`src/rtl/cbt_pkg.sv`:
```
// Shared types and constants for the CSV byte tokenizer.
`timescale 1ns / 1ps

package cbt_pkg;

  // Parser phase: three BOM bytes, then body, then error hold
  typedef enum logic [2:0] {
    PH_BOM0  = 3'd0,
    PH_BOM1  = 3'd1,
    PH_BOM2  = 3'd2,
    PH_BODY  = 3'd3,
    PH_ERROR = 3'd4
  } phase_t;

  // Result kinds
  typedef enum logic [2:0] {
    K_FIELD_BYTE = 3'd0,
    K_FIELD_END  = 3'd1,
    K_RECORD_END = 3'd2,
    K_ERROR      = 3'd3,
    K_DONE       = 3'd4
  } kind_t;

  // Error codes
  typedef enum logic [1:0] {
    E_NO_BOM       = 2'd0,
    E_AFTER_QUOTE  = 2'd1,
    E_STRAY_QUOTE  = 2'd2,
    E_UNTERMINATED = 2'd3
  } err_t;

  // Byte order mark and special characters
  localparam logic [7:0] BOM_B0   = 8'hEF;
  localparam logic [7:0] BOM_B1   = 8'hBB;
  localparam logic [7:0] BOM_B2   = 8'hBF;
  localparam logic [7:0] CH_QUOTE = 8'h22;
  localparam logic [7:0] CH_COMMA = 8'h2C;
  localparam logic [7:0] CH_CR    = 8'h0D;
  localparam logic [7:0] CH_LF    = 8'h0A;

  // One result transaction
  typedef struct packed {
    kind_t       kind;
    logic [7:0]  out_byte;
    logic [31:0] line_number;
    err_t        error_code;
    logic        last_of_run;
  } res_t;

endpackage

```
`src/rtl/csv_byte_tokenizer.sv`:
```
// Each result is registered in the result queue when its input is accepted.
// Throughput: one byte per cycle; an end item yields up to two results, so the
//   3-entry result queue absorbs it and input stalls while two or more results wait.
// Each byte updates the parse flags through combinational logic.
// Reset (synchronous, active high) empties the queue, returns to BOM checking,
//   clears the parse flags and sets both line counters to one.
`timescale 1ns / 1ps

module csv_byte_tokenizer #(
  parameter int LINE_BITS = 32
) (
  input  logic        clk,
  input  logic        rst,
  input  logic        in_valid,
  output logic        in_stall,
  input  logic [7:0]  data_byte,
  input  logic        end_of_input,
  output logic        out_valid,
  input  logic        out_stall,
  output logic [2:0]  kind,
  output logic [7:0]  out_byte,
  output logic [31:0] line_number,
  output logic [1:0]  error_code,
  output logic        last_of_run
);

  localparam int QDEPTH = 3;

  // Parse state
  cbt_pkg::phase_t      phase, phase_next;
  logic                 in_quotes, in_quotes_next;
  logic                 quote_pending, quote_pending_next;
  logic                 quote_closed, quote_closed_next;
  logic                 field_started, field_started_next;
  logic                 field_has_data, field_has_data_next;
  logic                 record_has_comma, record_has_comma_next;
  logic                 skip_line_feed, skip_line_feed_next;
  logic [LINE_BITS-1:0] current_line, current_line_next;
  logic [LINE_BITS-1:0] record_start_line, record_start_line_next;

  // Result queue
  cbt_pkg::res_t q [QDEPTH];
  cbt_pkg::res_t q_next [QDEPTH];
  logic [1:0]    count, count_next;

  logic          in_acc, out_acc;
  logic [LINE_BITS-1:0] line_inc;
  cbt_pkg::res_t r0, r1;
  logic          r0_valid, r1_valid;
  logic          err_hit;

  assign in_acc   = in_valid && !in_stall;
  assign out_acc  = out_valid && !out_stall;
  assign in_stall = (count > 2'd1);
  assign line_inc = (current_line == '1) ? current_line : current_line + 1'b1;

  // Decode one transaction into results and parse flag updates
  always_comb begin
    logic handled;
    logic qc_eff;
    cbt_pkg::res_t blank;
    blank = '{kind: cbt_pkg::K_FIELD_BYTE, out_byte: 8'd0, line_number: 32'd0,
              error_code: cbt_pkg::E_NO_BOM, last_of_run: 1'b0};
    r0 = blank;
    r1 = blank;
    r0_valid = 1'b0;
    r1_valid = 1'b0;
    err_hit = 1'b0;
    handled = 1'b0;
    qc_eff = 1'b0;
    in_quotes_next = in_quotes;
    quote_pending_next = quote_pending;
    quote_closed_next = quote_closed;
    field_started_next = field_started;
    field_has_data_next = field_has_data;
    record_has_comma_next = record_has_comma;
    skip_line_feed_next = skip_line_feed;
    current_line_next = current_line;
    record_start_line_next = record_start_line;

    if (in_acc && end_of_input) begin
      // Flush, report done, return to reset values
      if (phase == cbt_pkg::PH_BOM0 || phase == cbt_pkg::PH_BOM1 ||
          phase == cbt_pkg::PH_BOM2) begin
        r0_valid = 1'b1;
        r0.kind = cbt_pkg::K_ERROR;
        r0.line_number = 32'd1;
        r0.error_code = cbt_pkg::E_NO_BOM;
      end else if (phase == cbt_pkg::PH_BODY) begin
        if (in_quotes && !quote_pending) begin
          r0_valid = 1'b1;
          r0.kind = cbt_pkg::K_ERROR;
          r0.line_number = 32'(current_line);
          r0.error_code = cbt_pkg::E_UNTERMINATED;
        end else if (field_started || quote_closed || in_quotes || field_has_data ||
                     record_has_comma) begin
          r0_valid = 1'b1;
          r0.kind = cbt_pkg::K_RECORD_END;
          r0.line_number = 32'(record_start_line);
        end
      end
      if (r0_valid) begin
        r1_valid = 1'b1;
        r1.kind = cbt_pkg::K_DONE;
        r1.last_of_run = 1'b1;
      end else begin
        r0_valid = 1'b1;
        r0.kind = cbt_pkg::K_DONE;
        r0.last_of_run = 1'b1;
      end
      in_quotes_next = 1'b0;
      quote_pending_next = 1'b0;
      quote_closed_next = 1'b0;
      field_started_next = 1'b0;
      field_has_data_next = 1'b0;
      record_has_comma_next = 1'b0;
      skip_line_feed_next = 1'b0;
      current_line_next = LINE_BITS'(1);
      record_start_line_next = LINE_BITS'(1);
    end else if (in_acc && (phase == cbt_pkg::PH_BOM0 || phase == cbt_pkg::PH_BOM1 ||
                            phase == cbt_pkg::PH_BOM2)) begin
      // Check the byte order mark
      if (!((phase == cbt_pkg::PH_BOM0 && data_byte == cbt_pkg::BOM_B0) ||
            (phase == cbt_pkg::PH_BOM1 && data_byte == cbt_pkg::BOM_B1) ||
            (phase == cbt_pkg::PH_BOM2 && data_byte == cbt_pkg::BOM_B2))) begin
        err_hit = 1'b1;
        r0_valid = 1'b1;
        r0.kind = cbt_pkg::K_ERROR;
        r0.line_number = 32'd1;
        r0.error_code = cbt_pkg::E_NO_BOM;
        r0.last_of_run = 1'b1;
      end
    end else if (in_acc && phase == cbt_pkg::PH_BODY) begin
      // Swallow the LF of a CRLF pair
      if (skip_line_feed) begin
        skip_line_feed_next = 1'b0;
        if (data_byte == cbt_pkg::CH_LF) handled = 1'b1;
      end
      // Quoted field content
      if (!handled && in_quotes) begin
        if (quote_pending) begin
          quote_pending_next = 1'b0;
          if (data_byte == cbt_pkg::CH_QUOTE) begin
            field_has_data_next = 1'b1;
            r0_valid = 1'b1;
            r0.out_byte = cbt_pkg::CH_QUOTE;
            handled = 1'b1;
          end else begin
            in_quotes_next = 1'b0;
            quote_closed_next = 1'b1;
            qc_eff = 1'b1;
          end
        end else begin
          handled = 1'b1;
          if (data_byte == cbt_pkg::CH_QUOTE) begin
            quote_pending_next = 1'b1;
          end else begin
            field_has_data_next = 1'b1;
            if (data_byte == cbt_pkg::CH_LF) current_line_next = line_inc;
            r0_valid = 1'b1;
            r0.out_byte = data_byte;
          end
        end
      end else begin
        qc_eff = quote_closed;
      end
      // Unquoted handling
      if (!handled) begin
        if (qc_eff && data_byte != cbt_pkg::CH_COMMA && data_byte != cbt_pkg::CH_CR &&
            data_byte != cbt_pkg::CH_LF) begin
          err_hit = 1'b1;
          r0_valid = 1'b1;
          r0.kind = cbt_pkg::K_ERROR;
          r0.line_number = 32'(current_line);
          r0.error_code = cbt_pkg::E_AFTER_QUOTE;
        end else if (data_byte == cbt_pkg::CH_QUOTE) begin
          if (field_started || field_has_data) begin
            err_hit = 1'b1;
            r0_valid = 1'b1;
            r0.kind = cbt_pkg::K_ERROR;
            r0.line_number = 32'(current_line);
            r0.error_code = cbt_pkg::E_STRAY_QUOTE;
          end else begin
            in_quotes_next = 1'b1;
            field_started_next = 1'b1;
          end
        end else if (data_byte == cbt_pkg::CH_COMMA) begin
          field_started_next = 1'b0;
          field_has_data_next = 1'b0;
          quote_closed_next = 1'b0;
          record_has_comma_next = 1'b1;
          r0_valid = 1'b1;
          r0.kind = cbt_pkg::K_FIELD_END;
        end else if (data_byte == cbt_pkg::CH_CR || data_byte == cbt_pkg::CH_LF) begin
          if (record_has_comma || field_has_data) begin
            r0_valid = 1'b1;
            r0.kind = cbt_pkg::K_RECORD_END;
            r0.line_number = 32'(record_start_line);
          end
          in_quotes_next = 1'b0;
          quote_pending_next = 1'b0;
          quote_closed_next = 1'b0;
          field_started_next = 1'b0;
          field_has_data_next = 1'b0;
          record_has_comma_next = 1'b0;
          current_line_next = line_inc;
          record_start_line_next = line_inc;
          skip_line_feed_next = (data_byte == cbt_pkg::CH_CR);
        end else begin
          field_started_next = 1'b1;
          field_has_data_next = 1'b1;
          r0_valid = 1'b1;
          r0.out_byte = data_byte;
        end
      end
      r0.last_of_run = 1'b1;
    end
  end

  // Next phase
  always_comb begin
    phase_next = phase;
    if (in_acc) begin
      if (end_of_input) begin
        phase_next = cbt_pkg::PH_BOM0;
      end else if (err_hit) begin
        phase_next = cbt_pkg::PH_ERROR;
      end else begin
        unique case (phase)
          cbt_pkg::PH_BOM0:  phase_next = cbt_pkg::PH_BOM1;
          cbt_pkg::PH_BOM1:  phase_next = cbt_pkg::PH_BOM2;
          cbt_pkg::PH_BOM2:  phase_next = cbt_pkg::PH_BODY;
          cbt_pkg::PH_BODY:  phase_next = cbt_pkg::PH_BODY;
          cbt_pkg::PH_ERROR: phase_next = cbt_pkg::PH_ERROR;
          default:           phase_next = cbt_pkg::PH_ERROR;
        endcase
      end
    end
  end

  // Pop the head, then append new results
  always_comb begin
    logic [1:0] base;
    base = count;
    for (int i = 0; i < QDEPTH; i++) q_next[i] = q[i];
    if (out_acc) begin
      for (int i = 0; i < QDEPTH - 1; i++) q_next[i] = q[i+1];
      base = count - 2'd1;
    end
    if (r0_valid) begin
      for (int i = 0; i < QDEPTH; i++) begin
        if (2'(i) == base) q_next[i] = r0;
      end
    end
    if (r1_valid) begin
      for (int i = 0; i < QDEPTH; i++) begin
        if (2'(i) == base + 2'd1) q_next[i] = r1;
      end
    end
    count_next = base + {1'b0, r0_valid} + {1'b0, r1_valid};
  end

  // Hold queue payload
  always_ff @(posedge clk) begin
    for (int i = 0; i < QDEPTH; i++) q[i] <= q_next[i];
  end

  // Advance control and parse state
  always_ff @(posedge clk) begin
    if (rst) begin
      count <= 2'd0;
      phase <= cbt_pkg::PH_BOM0;
      in_quotes <= 1'b0;
      quote_pending <= 1'b0;
      quote_closed <= 1'b0;
      field_started <= 1'b0;
      field_has_data <= 1'b0;
      record_has_comma <= 1'b0;
      skip_line_feed <= 1'b0;
      current_line <= LINE_BITS'(1);
      record_start_line <= LINE_BITS'(1);
    end else begin
      count <= count_next;
      phase <= phase_next;
      in_quotes <= in_quotes_next;
      quote_pending <= quote_pending_next;
      quote_closed <= quote_closed_next;
      field_started <= field_started_next;
      field_has_data <= field_has_data_next;
      record_has_comma <= record_has_comma_next;
      skip_line_feed <= skip_line_feed_next;
      current_line <= current_line_next;
      record_start_line <= record_start_line_next;
    end
  end

  // Drive the head of the queue
  assign out_valid   = (count != 2'd0);
  assign kind        = q[0].kind;
  assign out_byte    = q[0].out_byte;
  assign line_number = q[0].line_number;
  assign error_code  = q[0].error_code;
  assign last_of_run = q[0].last_of_run;

  // An end transaction always returns the parser to BOM checking
  a_end_resets: assert property (@(posedge clk) disable iff (rst)
    in_acc && end_of_input |=> phase == cbt_pkg::PH_BOM0)
    else $error("end transaction did not restart BOM check");

  // Bytes in error hold produce no results
  a_error_silent: assert property (@(posedge clk) disable iff (rst)
    in_acc && !end_of_input && phase == cbt_pkg::PH_ERROR |-> !r0_valid)
    else $error("result produced in error hold");

  // A record never starts after the current line
  a_line_order: assert property (@(posedge clk) disable iff (rst)
    record_start_line <= current_line)
    else $error("record start line ahead of current line");

  // Stream done is always the final result of its transaction
  a_done_last: assert property (@(posedge clk) disable iff (rst)
    out_valid && kind == cbt_pkg::K_DONE |-> last_of_run)
    else $error("stream done not marked last");

endmodule
```
`config.mk`:
```
export PLATFORM = sky130hd
export DESIGN_NAME = csv_byte_tokenizer
export DESIGN_NICKNAME = d
export VERILOG_FILES = /design/src/rtl/cbt_pkg.sv /design/src/rtl/csv_byte_tokenizer.sv
export SDC_FILE = /design/constraint.sdc
export NUM_CORES = 1
export LEC_CHECK = 0
export BUFFER_PORTS_ARGS = -buffer_cell sky130_fd_sc_hd__buf_2
export CORE_MARGIN = 2
export CORE_UTILIZATION = 44
export CTS_BUF_LIST = sky130_fd_sc_hd__clkbuf_8
export CTS_CLUSTER_SIZE = 10
export DETAILED_ROUTE_END_ITERATION = 8
export SLEW_MARGIN = 15
export SYNTH_ARGS = -nofsm -noshare
export SYNTH_HDL_FRONTEND = slang
export SYNTH_SLANG_ARGS = --single-unit
export TNS_END_PERCENT = 5
```
`constraint.sdc`:
```
create_clock -name clk -period 4.2 [get_ports clk]
set_input_delay 0.84 -clock clk [delete_from_list [all_inputs] [get_ports clk]]
set_output_delay 0.84 -clock clk [all_outputs]
set_load 0.02 [all_outputs]
```
==> metrics, run 1 <==
status=complete, no violations; synthesis-to-layout area growth=9.46%; die span in x=161 µm; clock sink count=around 210; crit path max-delay cell type=a311o_2; worst-margin pin slew=roughly 1000 ps; GP Congestion=~0.89; initial antenna violation count=0; worst reg-to-reg setup slack=around 1000 ps; Post-synth ARST share=0; Placed Area=0.0112 mm²; Post-route DRC=0; DR iter-0 viols=663; Yosys Warn Count=0; CP Capture Point=q[0][86]; fmax=a little under 0.3 GHz; maximum vdd drop=about 0.30 mV; Netlist cell types=68; final setup TNS=0 ps; Worst slew margin=0.295; First-pass DRT Iterations=5; TritonCTS buffer count=37; layout cells sized above 1=0.141; critical path data arrival time=~3800 ps; Syn Std Cell Area=roughly 0.011 mm²; gr ovfl total=0; post-cts resize count=0; Antenna diodes=0; Tmin final=approximately 3400 ps; routed len/inst=17.4 µm; vias in the first global route=a little under 9000; drt via density=5.62; Post-CTS Setup Bufs=0; Synth Flop Type=dfxtp_1; register area share after synthesis=0.394; Slew Viols, Final=0; most frequent cell after synthesis=nor2_1; CP top delay family=compound AO/OA/AOI/OAI gates; latest clock arrival within the worst-skew pair=530 ps; max_cap viols=0; Clock Skew=~12 ps; Setup CP Type=input port to flop; Clock Root Buffer=clkbuf_8; Mapped Nets=about 1300; Final HPWL DP=roughly 18000 µm; clk slew on worst S/H paths=roughly 60 ps; DR vias=about 9200; full die area=between 0.02 and 0.03 mm²; worst path bufs/invs=2; largest net degree at the start of global routing=58; Post-CTS Hold Fix Bufs=0; HP Class=flop to flop; first-pass GRT wire length=between 40000 and 50000 µm; leakage=0.00446 µW; period utilisation layout=0.815; dominant cells by area after synthesis=dfxtp_1 (39%), nor2_1 (8.4%), mux2i_1 (5.9%); fin nets=1307; CTS H-tree depth=2; Yosys top cell area share=0.394; final hold vios=0; Gate Count Post-Synth=about 1300; worst hold slack=~460 ps; Die H=between 150 and 200 µm; final core utilization=0.490; worst setup path startpoint=data_byte[5]; RR Endpoint=q[0][86]; Synth Register Bits=roughly 210; P per Cell Area=~660 mW/mm²; overall routed net length=approximately 28000 µm; Initial Util=0.447; GRT Total Usage=0.218; hold path depth=2; RSZ-0062 raised after global routing=false; RR Startpoint=count[1]; Antenna Nets Post-Route=0; crit-path cells=buf_2 > nor4bb_1 > nand3_1 > ha_1 > nand2_1 > a31oi_1 > or2_1 > a311o_2 > a31oi_4 > buf_12 > nor2_1 > a311oi_1; cell row count=between 50 and 60; CP Depth=12; CTS tree=built; worst-case reg-to-reg path depth=9; leading area contributor after synthesis=dfxtp_1; Final Instance Area=between 0.01 and 0.015 mm²; CP required=4620 ps; Crit. End Element=flop; Crit Path Max Fanout=36; CORE AREA=0.0243 mm²; clock buffer depth=3; Port Buf Inserts=60; Setup-failing EPs final=0; Mapped Avg Cell Area=8.35 µm²; EDFF count, synth=0; synth cell count leaders=nor2_1 (242), dfxtp_1 (214), nand2_1 (115); Worst path max stage delay=just under 500 ps; IO Count=61; Critical Path Source Type=input port
-- per-layer routing --
| metal | GRT usage | vias up | part of all wire |
|---|---|---|---|
| met1 | 0.310 | 4380 | 0.49 |
| met4 | 0.0491 | 0 | 0.014 |
| li1 | - | 4562 | - |
| met2 | 0.342 | 216 | 0.44 |
| met5 | 0 | - | 0 |
| met3 | 0.0426 | 37 | 0.056 |
-- registers in the layout (all words and copies together) (netlist names) --
name	cells
phase	3
q	138
in_quotes	1
quote_closed	1
quote_pending	1
count	2
skip_line_feed	1
current_line	32
field_started	1
record_start_line	32
field_has_data	1
record_has_comma	1
-- cells in the final DEF, fill, tap and decap left out, types with 11 or more instances in the layout --
master,Yosys,final
a211oi_2,11,11
a311oi_1,25,25
buf_4,48,23
nor2_1,242,241
or3_1,17,17
a32o_1,32,32
and3_1,19,19
nand3_1,25,25
a211oi_1,81,81
dfxtp_1,214,214
nor3_1,53,52
xor2_1,18,18
inv_1,15,29
o21ai_0,28,28
clkbuf_8,0,46
xnor2_1,34,34
nand2_1,115,115
a21oi_1,42,41
buf_2,26,60
mux2i_1,64,64
-- area by class of cell --
| class | instances | area [µm²] |
|---|---|---|
| Tap cell | 324 | 405 |
| Timing Repair Buffer | 91 | 633 |
| Inverter | 15 | 56.3 |
| Multi-Input combinational cell | 929 | 5820 |
| Fill cell | 2386 | 12400 |
| Clock buffer | 46 | 633 |
| Sequential cell | 214 | 4280 |
| Clock inverter | 17 | 71.3 |
-- metrics by stage --
stage | instances | worst slack, ps | power, µW
floorplan | 1303 | 750 | 5540
global placement | 1573 | 368 | 5970
detailed placement | 1573 | 322 | 6050
CTS | 1636 | 857 | 7900
global route | 1636 | 522 | 8380
finish | 1636 | 777 | 7850
-- kinds of logic after synthesis --
logic type      count (synthesis)  synth area share
compound gates                270             0.192
xor+xnor                       52            0.0419
buf+inv                       160            0.0768
simple gates                  537             0.229
mux                            64            0.0589
flops                         214             0.394
fa+ha+maj                       6           0.00759
-- worst min-delay path, stage by stage (launching register included) --
cell and delay [ps]:
dfxtp_1 310, nand2_1 50, a21oi_1 50
-- where the power goes --
group / switching, µW / internal (µW) / total [µW]
logic: 1760 / 1250 / 3010
clock network: 849 / 982 / 1830
registers: 318 / 2680 / 3000
total: 2930 / 4920 / 7850
-- worst min path at each step --
stage	startpoint	end	slack (ps)
after floorplan	record_start_line[6]	record_start_line[6]	430
after global placement	record_start_line[6]	record_start_line[6]	440
after detailed placement	q[0][136]	q[0][136]	450
after CTS	q[0][136]	q[0][136]	450
after global routing	record_start_line[6]	record_start_line[6]	480
final	q[0][136]	q[0][136]	460
Note: power is estimated with default switching activity, not from simulation.
==> run 2, diff against run 1 <==
Clock period 4.2 ns to 3.4 ns, I/O delays scaled along.
==> metrics, run 2 (synthesis gave the netlist of run 1 again) <==
drt via density=between 5 and 6; period utilisation layout=0.834; final hold vios=0; DR vias=just over 9000; initial antenna violation count=0; HP Class=input port to flop; Post-CTS Hold Fix Bufs=0; full die area=0.0260 mm²; Regs by FF count=q (138), current_line (32), record_start_line (32); Die H=161 µm; overall routed net length=about 28000 µm; Crit Path Max Fanout=28; synthesis-to-layout area growth=13.0%; CORE AREA=around 0.024 mm²; Setup-failing EPs final=0; CP required=approximately 3800 ps; Antenna diodes=0; clk slew on worst S/H paths=~60 ps; Final Instance Area=0.0123 mm²; Tmin final=2840 ps; Slew Viols, Final=0; largest reg by FF count=q; Clock Root Buffer=clkbuf_8; RSZ-0062 raised after global routing=false; Setup CP Type=input port to flop; Initial Util=0.447; GP Congestion=just under 0.9; CP top delay family=compound AO/OA/AOI/OAI gates; Post-CTS Setup Bufs=0; Port Buf Inserts=60; commonest non-fill, non-tap cells in the layout=nor2_1 (241), dfxtp_1 (214), nand2_1 (115); cell mode on critical path=buf_12; final setup TNS=0 ps; worst path bufs/invs=3; die span in x=about 160 µm; Antenna Nets Post-Route=0; largest net degree at the start of global routing=62; IO Count=61; fmax=0.353 GHz; Crit. End Element=flop; critical path data arrival time=between 3000 and 4000 ps; crit-path cells=buf_2 > nor4bb_1 > nand3_1 > ha_1 > nand2_1 > a31oi_1 > or2_1 > a311o_2 > a31oi_4 > buf_12 > buf_12 > nor2_1 > a211oi_1; gr ovfl total=0; clock buffer depth=3; vias in the first global route=~9000; status=complete, no violations; Critical Path Source Type=input port; Placed Area=around 0.012 mm²; final core utilization=0.505; Clock Skew=about 28 ps; P per Cell Area=between 800 and 900 mW/mm²; layout cells sized above 1=0.162; CTS tree=built; Final HPWL DP=roughly 19000 µm; Worst slew margin=0.368; crit path max-delay cell type=a311o_2; leakage=around 0.0047 µW; most common cell after layout, fill and taps aside=nor2_1; worst-margin pin slew=948 ps; TritonCTS buffer count=38; First-pass DRT Iterations=6; clock sink count=about 210; cell row count=57; max reg flops=roughly 140; DR iter-0 viols=~700; max_cap viols=0; Post-route DRC=0; latest clock arrival within the worst-skew pair=550 ps; post-cts resize count=0; Worst path max stage delay=between 400 and 500 ps; first-pass GRT wire length=between 40000 and 50000 µm; GRT Total Usage=0.219; routed len/inst=17.0 µm; fin nets=1339; CTS H-tree depth=2; maximum vdd drop=around 0.39 mV
## run 2: cell count changes in the layout (fill, tap and decap cells not counted)
cell and change:
inv_1 +1, inv_6 +1, clkbuf_8 +1, clkinv_2 -1
clkinv_8 +1, buf_4 +22, buf_12 +9
## run 2: final timing paths
path | depth (start not counted) | endpoint | startpoint | slack, ps
worst max-delay path | 13 | q[0][52] | data_byte[0] | 560
worst min-delay path | 2 | count[0] | rst | 390
worst max register to register | 11 | q[0][46] | count[1] | 610
worst min register to register | 2 | record_start_line[6] | record_start_line[6] | 450
## run 2: through the flow
step | hold WS (ps) | total power [µW] | setup WS (ps) | std cells
global placement | 442 | 7520 | 106 | 1604
finish | 395 | 9900 | 564 | 1670
global route | 377 | 10600 | 322 | 1670
CTS | 361 | 9980 | 554 | 1670
detailed placement | 443 | 7630 | 55.3 | 1604
floorplan | 431 | 6840 | 110 | 1303
## run 2: layout make-up
cell class | count | area (µm²)
multi-input combinational | 929 | 5820
sequential | 214 | 4280
clock buffer | 47 | 647
inverter | 15 | 56.3
fill | 2300 | 12000
timing repair buffer | 122 | 978
clock inverter | 19 | 95.1
tap | 324 | 405
## run 2: layer usage
| layer | track usage | vias to the layer above | part of all wire |
|---|---|---|---|
| met2 | 0.346 | 208 | 0.44 |
| met5 | 0 | - | 0 |
| li1 | - | 4635 | - |
| met1 | 0.311 | 4403 | 0.49 |
| met4 | 0.0576 | 0 | 0.015 |
| met3 | 0.0380 | 41 | 0.048 |
## run 2: where the power goes
part	leakage (µW)	internal [µW]	total [µW]	switching (µW)
clock network	0.000438	1250	2320	1070
registers	0.00177	3310	3710	392
logic	0.00248	1690	3870	2180
## run 2: worst reg2reg max path: stages (launching register included)
cell	delay, ps
dfxtp_1	320
inv_1	80
ha_1	130
nand2b_1	290
nand3_1	160
o31ai_1	680
and3_1	320
a31oi_4	50
buf_12	170
nor2b_4	190
buf_4	210
o21bai_1	80
==> run 3, diff against run 2 <==
Clock period 3.4 ns to 2.9 ns, I/O delays scaled along.
==> metrics, run 3 (synthesis gave the netlist of run 1 again) <==
DR vias=about 9600; fin nets=1400; Setup CP Type=input port to flop; First-pass DRT Iterations=5; CP required=about 3300 ps; RR Startpoint=phase[0]; post-cts resize count=0; Comb power frac=0.411; synthesis-to-layout area growth=18.6%; Clk pwr share=0.222; Post-CTS Setup Bufs=0; Placed Area=~0.012 mm²; clock sink count=214; Final Instance Area=0.0129 mm²; worst reg-to-reg setup slack=approximately 180 ps; status=complete, no violations; Tmin final=2760 ps; Worst slew margin=0.427; RSZ-0062 raised after global routing=true; die span in x=~160 µm; Regs by FF count=q (138), current_line (32), record_start_line (32); hold path depth=2; critical path data arrival time=around 3200 ps; clk slew on worst S/H paths=~60 ps; full die area=approximately 0.026 mm²; routed len/inst=~17 µm; initial antenna violation count=0; Post-route DRC=0; Port Buf Inserts=60; switch share=0.368; HP Class=input port to flop; overall routed net length=29000 µm; vias in the first global route=~8800; Final HPWL DP=19500 µm; Antenna Nets Post-Route=0; largest net degree at the start of global routing=just over 90; layout cells sized above 1=0.209; leakage=about 0.0050 µW; gr ovfl total=0; commonest non-fill, non-tap cells in the layout=nor2_1 (241), dfxtp_1 (214), nand2_1 (115); worst path bufs/invs=3; Setup-failing EPs final=0; most common cell after layout, fill and taps aside=nor2_1; cell row count=57; Clock Root Buffer=clkbuf_8; fmax=approximately 0.36 GHz; drt via density=roughly 5.6; Initial Util=0.447; CTS H-tree depth=2; Worst path max stage delay=between 400 and 500 ps; final hold vios=0; Crit Path Max Fanout=22; Pint=7510 µW; latest clock arrival within the worst-skew pair=~540 ps; max reg flops=approximately 140; GRT Total Usage=0.218; Critical Path Source Type=input port; crit-path cells=buf_2 > nor4bb_4 > nand3_2 > ha_2 > nand2_1 > a31oi_2 > or2_1 > a311o_2 > a31oi_4 > buf_4 > buf_12 > nor2_1 > a211oi_1; maximum vdd drop=between 0.5 and 0.6 mV; CP top delay family=compound AO/OA/AOI/OAI gates; register share of total power=0.367; CORE AREA=between 0.02 and 0.025 mm²; worst hold slack=between 300 and 400 ps; Antenna diodes=0; Die H=approximately 160 µm; GP Congestion=approximately 0.9; worst-case reg-to-reg path depth=8; RR Endpoint=q[0][46]; largest reg by FF count=q; clock buffer depth=3; Net Switching=~4400 µW; IO Count=slightly above 60; Slew Viols, Final=0; worst-margin pin slew=~860 ps; hold path endpoint=count[0]; P per Cell Area=about 920 mW/mm²; period utilisation layout=0.952; max_cap viols=0; CTS tree=built; Post-CTS Hold Fix Bufs=0; Crit. End Element=flop; min-delay src=rst; DR iter-0 viols=approximately 680; TritonCTS buffer count=37; first-pass GRT wire length=46800 µm; Clock Skew=~27 ps; crit path max-delay cell type=a311o_2
[run 3: metal layers]
layer	vias to the layer above	track usage	share of wire
met1	4549	0.326	0.49
met2	254	0.331	0.44
met5	-	0	0
met4	0	0.0540	0.015
li1	4780	-	-
met3	46	0.0316	0.052
[run 3: cell type report]
class | count | area [µm²]
clock buffers | 45 | 619
clock inverters | 21 | 95.1
fillers | 2311 | 11400
inverters | 15 | 56.3
multi-input cells | 930 | 5920
flip-flops and latches | 214 | 4280
well taps | 324 | 405
repair buffers | 183 | 1520
[run 3: through the flow]
| stage | setup slack (ps) | util | total power [µW] | TNS [ps] | cells |
|---|---|---|---|---|---|
| 2_1_floorplan | -59.5 | - | 8170 | -4920 | 1303 |
| 3_3_place_gp | -463 | 0.500 | 9120 | -39170 | 1665 |
| 3_5_place_dp | -357 | 0.500 | 9260 | -38130 | 1665 |
| 4_1_cts | 67.6 | 0.530 | 11900 | 0 | 1731 |
| 5_1_grt | -1.93 | 0.531 | 12600 | -3.86 | 1732 |
| 6_report | 138 | 0.531 | 11900 | 0 | 1732 |
[run 3: worst max-delay path by stage]
stage | depth (start not counted) | to | from
final | 13 | q[0][57] | data_byte[1]
after global routing | 8 | q[0][102] | phase[0]
after global placement | 11 | q[0][130] | data_byte[2]
after floorplan | 13 | q[0][95] | data_byte[0]
after detailed placement | 11 | q[0][129] | data_byte[2]
after CTS | 10 | q[0][129] | count[0]
[run 3: worst register-to-register path, stage by stage (launching register included)]
cell,delay (ps)
dfxtp_1,350
nand4bb_1,190
a2111oi_0,430
buf_4,190
o31ai_1,120
o21ai_0,260
buf_4,180
nor2b_2,710
o21bai_1,160
[run 3: power groups by stage]
| stage | Clock, µW | Sequential (µW) | Combinational (µW) |
|---|---|---|---|
| global placement | 0 | 4390 | 4740 |
| CTS | 2700 | 4350 | 4870 |
| global route | 2840 | 4460 | 5330 |
| finish | 2640 | 4360 | 4880 |
| detailed placement | 0 | 4400 | 4860 |
| floorplan | 0 | 4260 | 3910 |
